==> config.mk <==
export PLATFORM = sky130hd
export DESIGN_NAME = ps2_scancode_event_queue_top
export DESIGN_NICKNAME = d
export VERILOG_FILES = /design/src/design/ps2sq_pkg.sv /design/src/design/ps2sq_ram.sv /design/src/design/ps2sq_keymap.sv /design/src/design/ps2_scancode_event_queue_top.sv
export SDC_FILE = /design/constraint.sdc
export NUM_CORES = 1
export LEC_CHECK = 0
export ABC_AREA = 1
export BUFFER_PORTS_ARGS = -buffer_cell sky130_fd_sc_hd__buf_2
export CAP_MARGIN = 20
export CORE_MARGIN = 10
export CORE_UTILIZATION = 61
export CTS_CLUSTER_SIZE = 25
export DETAILED_ROUTE_END_ITERATION = 7
export HOLD_SLACK_MARGIN = 0.1
export PLACE_DENSITY = 0.84
export RECOVER_POWER = 25
export SYNTH_ARGS = -nofsm -noshare
export SYNTH_HDL_FRONTEND = slang
export SYNTH_SLANG_ARGS = --single-unit
==> constraint.sdc <==
create_clock -name aclk -period 3.6 [get_ports aclk]
set_input_delay 0.18 -clock aclk [delete_from_list [all_inputs] [get_ports aclk]]
set_output_delay 0.18 -clock aclk [all_outputs]
set_load 0.05 [all_outputs]
==> src/design/ps2sq_pkg.sv <==
`default_nettype none

package ps2sq_pkg;

    localparam logic [7:0] BYTE_ACK    = 8'hFA;
    localparam logic [7:0] BYTE_EXT    = 8'hE0;
    localparam logic [6:0] CODE_LSHIFT = 7'h2A;
    localparam logic [6:0] CODE_RSHIFT = 7'h36;
    localparam logic [6:0] CODE_CAPS   = 7'h3A;

    localparam int MOD_LSHIFT  = 0;
    localparam int MOD_RSHIFT  = 1;
    localparam int MOD_CAPS    = 2;
    localparam int MOD_RELEASE = 3;

    localparam int CODE_W  = 7;
    localparam int MODS_W  = 4;
    localparam int LIVE_W  = 3;
    localparam int ENTRY_W = CODE_W + MODS_W;

    typedef enum logic {
        KIND_BYTE = 1'b0,
        KIND_POP  = 1'b1
    } item_kind_t;

    // ring entry: code in bits 6..0, modifiers in bits 10..7
    typedef struct packed {
        logic [MODS_W-1:0] mods;
        logic [CODE_W-1:0] code;
    } ring_entry_t;

    typedef struct packed {
        logic        push;
        ring_entry_t entry;
    } key_event_t;

endpackage

`default_nettype wire

==> src/design/ps2sq_ram.sv <==
`default_nettype none

module ps2sq_ram #(
    parameter int WIDTH = 11,
    parameter int DEPTH = 16
) (
    input  wire logic                     aclk,
    input  wire logic                     wr_en,
    input  wire logic [$clog2(DEPTH)-1:0] wr_addr,
    input  wire logic [WIDTH-1:0]         wr_data,
    input  wire logic                     rd_en,
    input  wire logic [$clog2(DEPTH)-1:0] rd_addr,
    output logic      [WIDTH-1:0]         rd_data
);

    logic [WIDTH-1:0] mem [DEPTH];

    always_ff @(posedge aclk) begin
        if (wr_en) begin
            mem[wr_addr] <= wr_data;
        end
        if (rd_en) begin
            rd_data <= mem[rd_addr];
        end
    end

endmodule

`default_nettype wire

==> src/design/ps2sq_keymap.sv <==
`default_nettype none

module ps2sq_keymap (
    input  wire logic                   aclk,
    input  wire logic                   aresetn,
    input  wire logic                   byte_en,
    input  wire logic [7:0]             scan_byte,
    output ps2sq_pkg::key_event_t       key_event
);

    import ps2sq_pkg::*;

    logic [LIVE_W-1:0] live_reg;
    logic [LIVE_W-1:0] live_next;
    logic              ignored;
    logic              is_break;
    logic [CODE_W-1:0] code;
    logic [MODS_W-1:0] snap;

    assign ignored  = (scan_byte == BYTE_ACK) || (scan_byte == BYTE_EXT);
    assign is_break = scan_byte[7];
    assign code     = scan_byte[CODE_W-1:0];

    always_comb begin
        live_next = live_reg;
        snap      = '0;
        if (is_break) begin
            // snapshot goes out before the shift bit drops
            snap                = {1'b0, live_reg};
            snap[MOD_RELEASE]   = 1'b1;
            if (code == CODE_LSHIFT) begin
                live_next[MOD_LSHIFT] = 1'b0;
            end
            if (code == CODE_RSHIFT) begin
                live_next[MOD_RSHIFT] = 1'b0;
            end
        end else begin
            if (code == CODE_LSHIFT) begin
                live_next[MOD_LSHIFT] = 1'b1;
            end
            if (code == CODE_RSHIFT) begin
                live_next[MOD_RSHIFT] = 1'b1;
            end
            if (code == CODE_CAPS) begin
                live_next[MOD_CAPS] = ~live_reg[MOD_CAPS];
            end
            snap = {1'b0, live_next};
        end
    end

    always_ff @(posedge aclk) begin
        if (!aresetn) begin
            live_reg <= '0;
        end else if (byte_en && !ignored) begin
            live_reg <= live_next;
        end
    end

    // push, then modifiers, then code
    assign key_event = {byte_en && !ignored, snap, code};

endmodule

`default_nettype wire

==> src/design/ps2_scancode_event_queue_top.sv <==
`default_nettype none

// channel  dir  tdata (low bit up)                               tuser
// s_axis   in   [7:0] scan_byte                                  [0] kind (0 byte, 1 pop)
// m_axis   out  [6:0] key_code, [10:7] modifier_bits,            [0] event_valid
//               [11] dropped_flag, [15:12] zero
//
// one transaction per clock sustained while no pop is held by a stalled m_axis; a pop
// result passes from the input register, with the ring read, into the result register
// a scancode byte gives no result and is retired in the cycle after acceptance
// reset clears pointers, live modifiers and the dropped flag; no clearing pass
// a stalled m_axis holds the result; s_axis keeps accepting while the input
// register is empty or holds a scancode byte

module ps2_scancode_event_queue_top #(
    parameter int RING_DEPTH = 16
) (
    input  wire logic        aclk,
    input  wire logic        aresetn,
    input  wire logic        s_axis_tvalid,
    output logic             s_axis_tready,
    input  wire logic [7:0]  s_axis_tdata,   // [7:0] scan_byte
    input  wire logic [0:0]  s_axis_tuser,   // [0] kind
    output logic             m_axis_tvalid,
    input  wire logic        m_axis_tready,
    output logic      [15:0] m_axis_tdata,   // [6:0] key_code, [10:7] modifier_bits,
                                             // [11] dropped_flag
    output logic      [0:0]  m_axis_tuser    // [0] event_valid
);

    import ps2sq_pkg::*;

    localparam int PTR_W = $clog2(RING_DEPTH);

    // input register
    logic       a_valid_reg;
    item_kind_t a_kind_reg;
    logic [7:0] a_byte_reg;

    // ring state
    logic [PTR_W-1:0] wr_ptr_reg;
    logic [PTR_W-1:0] rd_ptr_reg;
    logic [PTR_W-1:0] wr_ptr_next;
    logic [PTR_W-1:0] rd_ptr_next;
    logic             lost_reg;

    // result register
    logic b_valid_reg;
    logic b_hit_reg;
    logic b_lost_reg;

    logic        a_is_pop;
    logic        a_adv;
    logic        b_ready;
    logic        empty;
    logic        full;
    logic        push_fire;
    logic        pop_fire;
    logic        pop_hit;
    key_event_t  key_event;
    ring_entry_t rd_entry;

    assign a_is_pop = a_valid_reg && (a_kind_reg == KIND_POP);
    assign b_ready  = !b_valid_reg || m_axis_tready;
    assign a_adv    = !a_is_pop || b_ready;

    assign s_axis_tready = a_adv;

    always_ff @(posedge aclk) begin
        if (!aresetn) begin
            a_valid_reg <= 1'b0;
        end else if (a_adv) begin
            a_valid_reg <= s_axis_tvalid;
        end
    end

    always_ff @(posedge aclk) begin
        if (a_adv && s_axis_tvalid) begin
            a_kind_reg <= item_kind_t'(s_axis_tuser[0]);
            a_byte_reg <= s_axis_tdata;
        end
    end

    ps2sq_keymap u_keymap (
        .aclk      (aclk),
        .aresetn   (aresetn),
        .byte_en   (a_valid_reg && (a_kind_reg == KIND_BYTE)),
        .scan_byte (a_byte_reg),
        .key_event (key_event)
    );

    // pointer increment with wrap for any depth
    always_comb begin
        if (wr_ptr_reg == PTR_W'(RING_DEPTH - 1)) begin
            wr_ptr_next = '0;
        end else begin
            wr_ptr_next = wr_ptr_reg + 1'b1;
        end
        if (rd_ptr_reg == PTR_W'(RING_DEPTH - 1)) begin
            rd_ptr_next = '0;
        end else begin
            rd_ptr_next = rd_ptr_reg + 1'b1;
        end
    end

    // one slot stays free to tell full from empty
    assign empty     = (rd_ptr_reg == wr_ptr_reg);
    assign full      = (wr_ptr_next == rd_ptr_reg);
    assign push_fire = key_event.push && !full;
    assign pop_fire  = a_is_pop && b_ready;
    assign pop_hit   = pop_fire && !empty;

    always_ff @(posedge aclk) begin
        if (!aresetn) begin
            wr_ptr_reg <= '0;
            rd_ptr_reg <= '0;
            lost_reg   <= 1'b0;
        end else begin
            if (push_fire) begin
                wr_ptr_reg <= wr_ptr_next;
            end
            if (key_event.push && full) begin
                lost_reg <= 1'b1;
            end
            if (pop_hit) begin
                rd_ptr_reg <= rd_ptr_next;
            end
        end
    end

    ps2sq_ram #(
        .WIDTH (ENTRY_W),
        .DEPTH (RING_DEPTH)
    ) u_ring (
        .aclk    (aclk),
        .wr_en   (push_fire),
        .wr_addr (wr_ptr_reg),
        .wr_data (key_event.entry),
        .rd_en   (pop_hit),
        .rd_addr (rd_ptr_reg),
        .rd_data (rd_entry)
    );

    always_ff @(posedge aclk) begin
        if (!aresetn) begin
            b_valid_reg <= 1'b0;
        end else if (b_ready) begin
            b_valid_reg <= a_is_pop;
        end
    end

    always_ff @(posedge aclk) begin
        if (pop_fire) begin
            b_hit_reg  <= !empty;
            b_lost_reg <= lost_reg;
        end
    end

    assign m_axis_tvalid = b_valid_reg;
    assign m_axis_tuser  = b_hit_reg;
    assign m_axis_tdata  = {4'b0000,
                            b_lost_reg,
                            b_hit_reg ? rd_entry.mods : {MODS_W{1'b0}},
                            b_hit_reg ? rd_entry.code : {CODE_W{1'b0}}};

endmodule

`default_nettype wire

After elaboration in Yosys (flattened, before gate mapping) --
Memory sizes are Yosys's and may differ from the RTL's. A register that Yosys moved wholly into a read port is not among the register bits. Index checks and enable logic that the tools add are counted.
Storage, ports and cells: memories kept 1, word-level logic and storage cells 61, output and inout bits 19, bits in registers 25, memory bits (writable) 176
Memory list:
- u_ring.mem | words 16, width 11, read ports 1, clocked after memory_dff 1, wr ports 1, RTL line ps2sq_ram.sv:16 | logic [WIDTH-1:0] mem [DEPTH];
Operators by class: reductions and logical operators 19, add/subtract/negate cells 2, bitwise gates (word level) 3, mux-type cells 13, equality and inequality tests 11
Operators by type and width (count):
- equality test 7 x 6 -> 1 bit (second input constant) | 3
- equality test 8 bit (second input constant) | 2
- 2-to-1 mux 4 bit | 4
- adder 4 x 1 -> 4 bit (second input constant) | 2
- equality test 4 bit | 2
- equality test 4 bit (second input constant) | 2
- logical AND 1 bit | 8
- 2-to-1 mux 1 bit | 7
- 2-to-1 mux 7 bit | 1
- AND reduction 2 bit | 3
- zero test 1 bit | 5
- inequality test 2 x 1 -> 1 bit (second input constant) | 2
- logical OR 1 bit | 3
- inverter 1 bit | 3
- 2-to-1 mux 2 bit | 1

Longest topological paths before layout --
Gate-level depths: netlist of run 1.
depth after elaboration 7, mapped depth 13

Modules after synthesis --
From an unflattened synthesis of run 1, not the netlist that was laid out.
Unflattened totals: cells, all modules 967, area, all modules 9532.9 µm²
By module, submodules not included:
- ps2sq_ram | times used 1, cells an instance 747, area each 7962.6 µm², sequential area each 5615.4 µm²
- ps2_scancode_event_queue_top | times used 1, cells an instance 154, area each 1178.6 µm², sequential area each 550.5 µm²
- ps2sq_keymap | times used 1, cells an instance 66, area each 391.6 µm², sequential area each 60.1 µm²

Worst setup path before layout of run 1 --
No wires, ideal clock.
kind register to register, start point reg wr_ptr_reg[0], end point mem u_ring.mem[11][0], enable pin, library setup time 0.393 ns, required time 3.207 ns, path slack 1.098 ns, cell stages (with the launch flop) 9, clock period less this slack 2.502 ns, arrival 2.109 ns, path through dfxtp_1 -> inv_1 -> ha_1 -> xnor2_1 -> nand3_1 -> nor2_2 -> nand2_4 -> nand2_8 -> nor3_1
On the way: cells in the longest elaborated chain, start to end 7
Ends and longest elaborated chain:
- start, declared | RTL line ps2_scancode_event_queue_top.sv:41 | logic [PTR_W-1:0] wr_ptr_reg;
- start signal, assigned | RTL line ps2_scancode_event_queue_top.sv:120 | wr_ptr_reg <= wr_ptr_next;
- adder 4 x 1 -> 4 bit / equality test 4 bit (equally long branches) | RTL line ps2_scancode_event_queue_top.sv:97, ps2_scancode_event_queue_top.sv:94
- 2-to-1 mux 4 bit * | RTL line ps2_scancode_event_queue_top.sv:94 | if (wr_ptr_reg == PTR_W'(RING_DEPTH - 1)) begin
- net wr_ptr_next[1] | RTL line ps2_scancode_event_queue_top.sv:43 | logic [PTR_W-1:0] wr_ptr_next;
- equality test 4 bit * | RTL line ps2_scancode_event_queue_top.sv:108 | assign full = (wr_ptr_next == rd_ptr_reg);
- zero test 1 bit * | RTL line ps2_scancode_event_queue_top.sv:109 | assign push_fire = key_event.push && !full;
- logical AND 1 bit * | RTL line ps2_scancode_event_queue_top.sv:109
- 2-to-1 mux 1 bit * | RTL line ps2sq_ram.sv:19 | if (wr_en) begin
- 2-to-1 mux 1 bit (implied by the code) * | RTL line ps2sq_ram.sv:20 | mem[wr_addr] <= wr_data;
- end, declared | RTL line ps2sq_ram.sv:16
Mark *: on every way through the listed nets, which the timed path passes. The rest lies on a longest branch.

Worst setup path after layout of run 1 --
start point reg a_byte_reg[6], end point mem u_ring.mem[14][9], enable pin
On the way: cells in the longest elaborated chain, start to end 7
Ends and longest elaborated chain:
- start, declared | RTL line ps2_scancode_event_queue_top.sv:38 | logic [7:0] a_byte_reg;
- start signal, assigned | RTL line ps2_scancode_event_queue_top.sv:80 | a_byte_reg <= s_axis_tdata;
- equality test 8 bit | RTL line ps2sq_keymap.sv:20 | assign ignored = (scan_byte == BYTE_ACK) || (scan_byte == BYTE_EXT);
- logical OR 1 bit * | RTL line ps2sq_keymap.sv:20
- zero test 1 bit * | RTL line ps2sq_keymap.sv:60 | assign key_event = {byte_en && !ignored, snap, code};
- logical AND 1 bit * | RTL line ps2sq_keymap.sv:60
- logical AND 1 bit * | RTL line ps2_scancode_event_queue_top.sv:109
- 2-to-1 mux 1 bit * | RTL line ps2sq_ram.sv:19
- 2-to-1 mux 1 bit (implied by the code) * | RTL line ps2sq_ram.sv:20
Every way passes the cells marked *; elsewhere a longest branch is shown, timed or not.

==> results of run 1 <==
==> where the power goes <==
group	internal, mW	switching, mW
registers	2.72	0.0324
clock network	1.19	0.869
logic	0.0821	0.204
total	3.99	1.11
==> through the flow <==
step	utilization	hold slack (ns)	cell area, sq um
floorplan	-	0.279	8710
global placement	0.647	0.359	9020
detailed placement	0.647	0.359	9020
CTS	0.703	0.403	9790
global route	0.702	0.409	9780
finish	0.702	0.412	9780
==> logic make-up after synthesis <==
logic type / after synthesis / share of synthesized area
flops: 212 / 0.716
fa+ha+maj: 6 / 0.00863
other cells: 1 / 0.000431
buf+inv: 85 / 0.0427
simple gates: 250 / 0.123
compound gates: 155 / 0.101
xor+xnor: 8 / 0.00806
==> Yosys cell counts <==
cell / instances
sky130_fd_sc_hd__a21o_1: 2
sky130_fd_sc_hd__a21oi_1: 11
sky130_fd_sc_hd__buf_1: 2
sky130_fd_sc_hd__buf_2: 9
sky130_fd_sc_hd__buf_4: 9
sky130_fd_sc_hd__clkbuf_1: 23
sky130_fd_sc_hd__clkinv_1: 1
sky130_fd_sc_hd__conb_1: 1
sky130_fd_sc_hd__dfxtp_1: 14
sky130_fd_sc_hd__edfxtp_1: 198
sky130_fd_sc_hd__ha_1: 6
sky130_fd_sc_hd__inv_1: 35
sky130_fd_sc_hd__inv_2: 5
sky130_fd_sc_hd__inv_8: 1
sky130_fd_sc_hd__nand2_1: 72
sky130_fd_sc_hd__nand2_2: 5
sky130_fd_sc_hd__nand2_4: 5
sky130_fd_sc_hd__nand2_8: 1
sky130_fd_sc_hd__nand3_1: 26
sky130_fd_sc_hd__nand3b_1: 1
sky130_fd_sc_hd__nand4_1: 4
sky130_fd_sc_hd__nor2_1: 127
sky130_fd_sc_hd__nor2_2: 1
sky130_fd_sc_hd__nor2_4: 1
sky130_fd_sc_hd__nor3_1: 6
sky130_fd_sc_hd__nor4_1: 1
sky130_fd_sc_hd__o211ai_1: 16
sky130_fd_sc_hd__o21ai_0: 89
sky130_fd_sc_hd__o21ai_1: 1
sky130_fd_sc_hd__o221ai_1: 6
sky130_fd_sc_hd__o22ai_1: 30
sky130_fd_sc_hd__xnor2_1: 5
sky130_fd_sc_hd__xor2_1: 3
==> final timing paths <==
path,startpoint,to,slack (ns),depth (start not counted)
max,a_byte_reg[6],u_ring.mem[14][9],0.58,10
min,s_axis_tdata[5],a_byte_reg[5],0.41,2
min reg2reg,lost_reg,b_lost_reg,0.45,0
max reg2reg,a_byte_reg[6],u_ring.mem[14][9],0.58,10
==> worst max-delay path, delay by kind of cell, from the launching register on <==
family / cells / cell delay (ns)
AND/OR/NAND/NOR: 8 / 1.67
buffers and inverters: 2 / 0.57
flip-flops: 1 / 0.38
==> layer usage <==
| layer | vias up | routed length [um] | global-route usage |
|---|---|---|---|
| li1 | 2630 | - | - |
| met1 | 2829 | 8020 | 0.272 |
| met2 | 375 | 9780 | 0.324 |
| met3 | 55 | 2010 | 0.0425 |
| met4 | 0 | 641 | 0.0813 |
| met5 | - | 0 | 0 |
==> layout make-up <==
class | count | area, sq um | area share
tap | 180 | 225 | 0.0230
clock buffer | 28 | 572 | 0.0585
inverter | 42 | 165 | 0.0169
clock inverter | 9 | 76.3 | 0.00780
timing repair buffer | 60 | 402 | 0.0411
sequential | 212 | 6230 | 0.637
multi-input combinational | 423 | 2110 | 0.216
==> timing repair <==
action | in CTS | in global routing
gates resized for setup | 0 | 0
hold buffers | 12 | 0
setup buffers | 0 | 0
endpoints found under the hold margin | 19 | 0
==> metrics.txt, run 1 <==
Fill cells 884; post-synth top area cell sky130_fd_sc_hd__edfxtp_1; I/O pin count 32; register area share after synthesis 0.716; number of distinct library cells after synthesis 33; WS Path Type reg2reg; Hold Fails Final Rpt 0; Core Box Area ~14,000 sq um; startpoint class of the critical path register; flip-flop and latch count after synthesis about 210; relative area change from synthesis to final layout 12.4%; fraction of the cycle the final worst path needs 0.839; remaining global-route overflow 0; vias post-DR 5,889; clock buffer count from CTS 21; Via-to-Cell Ratio 6.17; power density normalized to cell area 521 nW/um^2; global-route wire length before repair 32.2 mm; FMAX 331 MHz; die outline area 19,400 sq um; fin nets 779; total global routing track utilization 0.205; maximum clock insertion buffer count 3; relative slew slack 0.253; Worst Skew 0.0149 ns; Synth top area share 0.684; Routed WL 20.4 mm; Cell Chain, Critical Path clkbuf_1, nand2_1, nor2_1, nand4_1, nand2_1, nor2_4, nand2_8, inv_8, nand2_4, nor2_1; drt pass-1 iters 6; leakage power total 3.58 nW; Routed Antenna Nets 0; clock network latency to the later pin of the worst-skew pair 0.49 ns; power after layout 5.09 mW; post-route minimum period 3.02 ns; flip-flop count of the largest register after layout 176; run status complete, no violations; clock root buffer sky130_fd_sc_hd__clkbuf_16; crit path max fanout 19; number of instances in the synthesized netlist around 720; Worst setup EP type register; wire length per cell around 21 um; row count 43; pin count of the biggest net entering global routing 90; clock slew at the register clock pins of the worst setup and hold paths 0.06 ns; signal arrival time at the worst endpoint 3.13 ns; dpl ws around 0.78 ns; delay of the slowest cell on the worst path 0.70 ns; non-filler cells in the finished layout 954; Req. time, crit path 3.71 ns; global placement routability congestion 0.934; effective utilization at floorplan 0.624; vias in the first global route 5,755; number of placed cells counting well taps ~900; Hold Path Class in2reg; Die Y 139 um; Antenna Diode Count 0; H-tree Lvls 1; detailed router's first-iteration violation count 908; Synth warnings 0; max-slew violation count 0; leading cell types by total area after synthesis sky130_fd_sc_hd__edfxtp_1 68%, sky130_fd_sc_hd__nor2_1 5.5%, sky130_fd_sc_hd__o21ai_0 5.1%; DRC 0; actual transition at the worst max-transition pin 1.12 ns; clock tree from TritonCTS yes; cell type of the slowest stage on the worst timing path sky130_fd_sc_hd__nor2_1; commonest cells after routing, fill and taps aside 198 x sky130_fd_sc_hd__edfxtp_1, 127 x sky130_fd_sc_hd__nor2_1, 89 x sky130_fd_sc_hd__o21ai_0, 72 x sky130_fd_sc_hd__nand2_1, 35 x sky130_fd_sc_hd__inv_1; share of cells above drive strength 1 0.120; mean area per synthesized cell 12.1 sq um; peak supply drop 480 uV; input/output buffers 27; most common cell after layout, fill and taps aside sky130_fd_sc_hd__edfxtp_1; cell area after synthesis 8700 sq um; setup TNS after final layout 0 ns; final setup fails 0; DIE WIDTH 139 um; initial antenna violation count 0; max-cap check violation count 0; unrepaired setup endpoints after global routing no; clk sinks 212; DPL Wire Length approximately 13 mm; Worst Setup Slack, final 0.579 ns
No activity file was read; power rests on OpenSTA's default activity.
==> run 2: changes to the inputs <==
- ABC_AREA: 1 -> 0
- clock period: 3.6 -> 3 ns (I/O delays scaled with it)
==> run 2 against run 1 <==
Against the previous run: power grew 21%; clock power grew 32%; via count shrank 25%; final cell count shrank 26%; worst setup slack lost 0.32 ns; largest cell class unchanged.
==> metrics.txt, run 2 <==
Fill cells 799 (-9.6%); fin nets 528 (-32%); number of hold-repair buffers added at the cts stage 13 (+1); cell with the most instances after synthesis sky130_fd_sc_hd__edfxtp_1; Primary FF master, synth sky130_fd_sc_hd__edfxtp_1; clock tree from TritonCTS yes; vias in the first global route 4,540 (-21%); commonest cells after routing, fill and taps aside 198 x sky130_fd_sc_hd__edfxtp_1, 44 x sky130_fd_sc_hd__mux4_2, 26 x sky130_fd_sc_hd__buf_2, 21 x sky130_fd_sc_hd__clkbuf_16, 18 x sky130_fd_sc_hd__and3_1; register area share after synthesis 0.727 (+0.0109); Routed Antenna Nets 0 (unchanged); pin count of the biggest net entering global routing 49 (-46%); global-route wire length before repair 27.4 mm (-15%); peak supply drop 543 uV (+13%); Antenna Diode Count 0 (unchanged); number of distinct library cells after synthesis 46 (+39%); Req. time, crit path 3.11 ns (-0.60 ns); crit path max fanout 19 (unchanged); leakage power total 3.26 nW (-9.1%); share of cells above drive strength 1 0.239 (+0.119); drt pass-1 iters 5 (-1); post-placement cell area 8920 sq um (-1.1%); Worst setup EP type register; Synth top cells by count 198 x sky130_fd_sc_hd__edfxtp_1, 44 x sky130_fd_sc_hd__mux4_2, 18 x sky130_fd_sc_hd__and3_1; max-slew violation count 0 (unchanged); share of the core filled with cells 0.705 (+0.00320); cell area after synthesis 8570 sq um (-1.5%); detailed router's first-iteration violation count 447 (-51%); clock network latency to the later pin of the worst-skew pair 0.48 ns (about the same); mean area per synthesized cell 19.0 sq um (+56%); DPL Wire Length 11.4 mm (-9.8%); WS Path Type reg2reg; flip-flop count of the largest register after layout 176 (unchanged); clock root buffer sky130_fd_sc_hd__clkbuf_16; Die Y 139 um (-0.65%); Via-to-Cell Ratio 6.29 (+1.9%); cell type of the slowest stage on the worst timing path sky130_fd_sc_hd__and3_1; relative area change from synthesis to final layout 13.8%; max-cap check violation count 0 (unchanged); Synth async-reset ratio 0 (unchanged); input/output buffers 27 (unchanged); number of placed cells counting well taps 654 (-28%); number of instances in the synthesized netlist 452 (-37%); Cell Chain, Critical Path ha_1, a31oi_2, xor2_1, nor3_4, a21oi_4, and3_1; count of flip-flops with a built-in enable after synthesis 198 (unchanged); I/O pin count 32 (unchanged); unrepaired setup endpoints after global routing no; DIE WIDTH 139 um (-0.65%); Synth top area share 0.694 (+0.0104); clock buffer count from CTS 20 (-4.8%); remaining global-route overflow 0 (unchanged); relative slew slack 0.388 (+0.135); flop2flop setup slack 0.26 ns (-0.32 ns); DRC 0 (unchanged); initial antenna violation count 0 (unchanged); H-tree Lvls 1 (unchanged); clk sinks 212 (unchanged); Synth warnings 0 (unchanged); wire length per cell 25.5 um (+19%); actual transition at the worst max-transition pin 0.918 ns (-0.202 ns); die outline area 19,200 sq um (-1.3%); Hold Path Class in2reg; startpoint class of the critical path register; Core Box Area 13,800 sq um (-0.77%); fraction of the cycle the final worst path needs 0.913 (+0.0742); final setup fails 0 (unchanged); row count 43 (unchanged); vias post-DR 4,423 (-25%); Hold Fails Final Rpt 0 (unchanged); cts repair resizes 0 (unchanged); effective utilization at floorplan 0.620 (-0.00455); leading cell types by total area after synthesis sky130_fd_sc_hd__edfxtp_1 69%, sky130_fd_sc_hd__mux4_2 12%, sky130_fd_sc_hd__dfxtp_1 3.3%; buffer count from post-CTS setup fixing 0 (unchanged); total global routing track utilization 0.184 (-0.0213); clock slew at the register clock pins of the worst setup and hold paths 0.06 ns (about the same); maximum clock insertion buffer count 3 (unchanged); delay of the slowest cell on the worst path 0.59 ns (-0.11 ns); FMAX 365 MHz (+10%); most common cell after layout, fill and taps aside sky130_fd_sc_hd__edfxtp_1; Routed WL 17.9 mm (-12%); flip-flop and latch count after synthesis 212 (unchanged); design area 9750 sq um (-0.32%); post-synth top area cell sky130_fd_sc_hd__edfxtp_1; global placement routability congestion 0.868 (-7.0%); Worst Skew 0.00853 ns (-0.00637 ns); run status complete, no violations; power density normalized to cell area 631 nW/um^2 (+21%); post-route minimum period 2.74 ns (-0.281 ns); signal arrival time at the worst endpoint 2.85 ns (-0.28 ns); non-filler cells in the finished layout 703 (-26%); setup TNS after final layout 0 ns (unchanged)
[run 2: cell count changes after synthesis, moves of 18 or more]
cell	delta
sky130_fd_sc_hd__mux4_2	+44
sky130_fd_sc_hd__nor2_1	-118
sky130_fd_sc_hd__inv_1	-27
sky130_fd_sc_hd__o22ai_1	-30
sky130_fd_sc_hd__nand2_1	-62
sky130_fd_sc_hd__o21ai_0	-89
sky130_fd_sc_hd__nand3_1	-23
sky130_fd_sc_hd__and3_1	+18
[run 2: kinds of logic (layout without fill, tap and decap cells)]
kind of cell | Yosys count | in the layout | synth area share
mux | 59 | 59 | 0.133
flops | 212 | 212 | 0.727
fa+ha+maj | 6 | 6 | 0.00876
buf+inv | 36 | 104 | 0.0238
xor+xnor | 11 | 11 | 0.0130
compound gates | 45 | 45 | 0.0375
simple gates | 82 | 82 | 0.0567
other cells | 1 | 4 | 0.000438
[run 2: routing by layer]
metal	vias up	routed length, um	GRT usage
li1	1911	-	-
met1	2222	6740	0.229
met2	238	8940	0.305
met3	52	1500	0.0380
met4	0	741	0.0794
met5	-	0	0
[run 2: critical path: cells and delay by family (launching register included)]
kind	cells	cell delay (ns)
xor+xnor	1	0.25
simple gates	2	0.69
fa+ha+maj	1	0.34
flops	1	0.54
compound gates	2	0.55
[run 2: stage by stage]
| stage | setup slack (ns) | hold slack [ns] | power (mW) |
|---|---|---|---|
| after floorplan | 0.743 | 0.249 | 3.42 |
| after global placement | 0.406 | 0.328 | 3.47 |
| final | 0.260 | 0.378 | 6.15 |
| after detailed placement | 0.332 | 0.331 | 3.48 |
| after CTS | 0.291 | 0.367 | 6.17 |
| after global routing | 0.0932 | 0.383 | 6.31 |
[run 2: path summary, 6_finish.rpt]
check | start | end | cells after the start
setup / recovery | wr_ptr_reg[0] | u_ring.mem[5][3] | 6
hold reg to reg | lost_reg | b_lost_reg | 0
hold / removal | s_axis_tdata[5] | a_byte_reg[5] | 2
setup reg to reg | wr_ptr_reg[0] | u_ring.mem[5][3] | 6
[run 2: power breakdown]
part / internal (mW) / switching (mW) / leakage, nW
logic: 0.0597 / 0.113 / 0.962
registers: 3.24 / 0.0178 / 1.95
clock network: 1.71 / 1.01 / 0.347
total: 5.01 / 1.14 / 3.26
[run 2: area by class of cell]
cell class,instances,area (sq um),area share
inverter,8,30.0,0.00308
sequential,212,6230,0.639
clock inverter,9,168,0.0172
tap,180,225,0.0231
clock buffer,27,548,0.0562
multi-input combinational,207,2150,0.221
timing repair buffer,60,395,0.0406
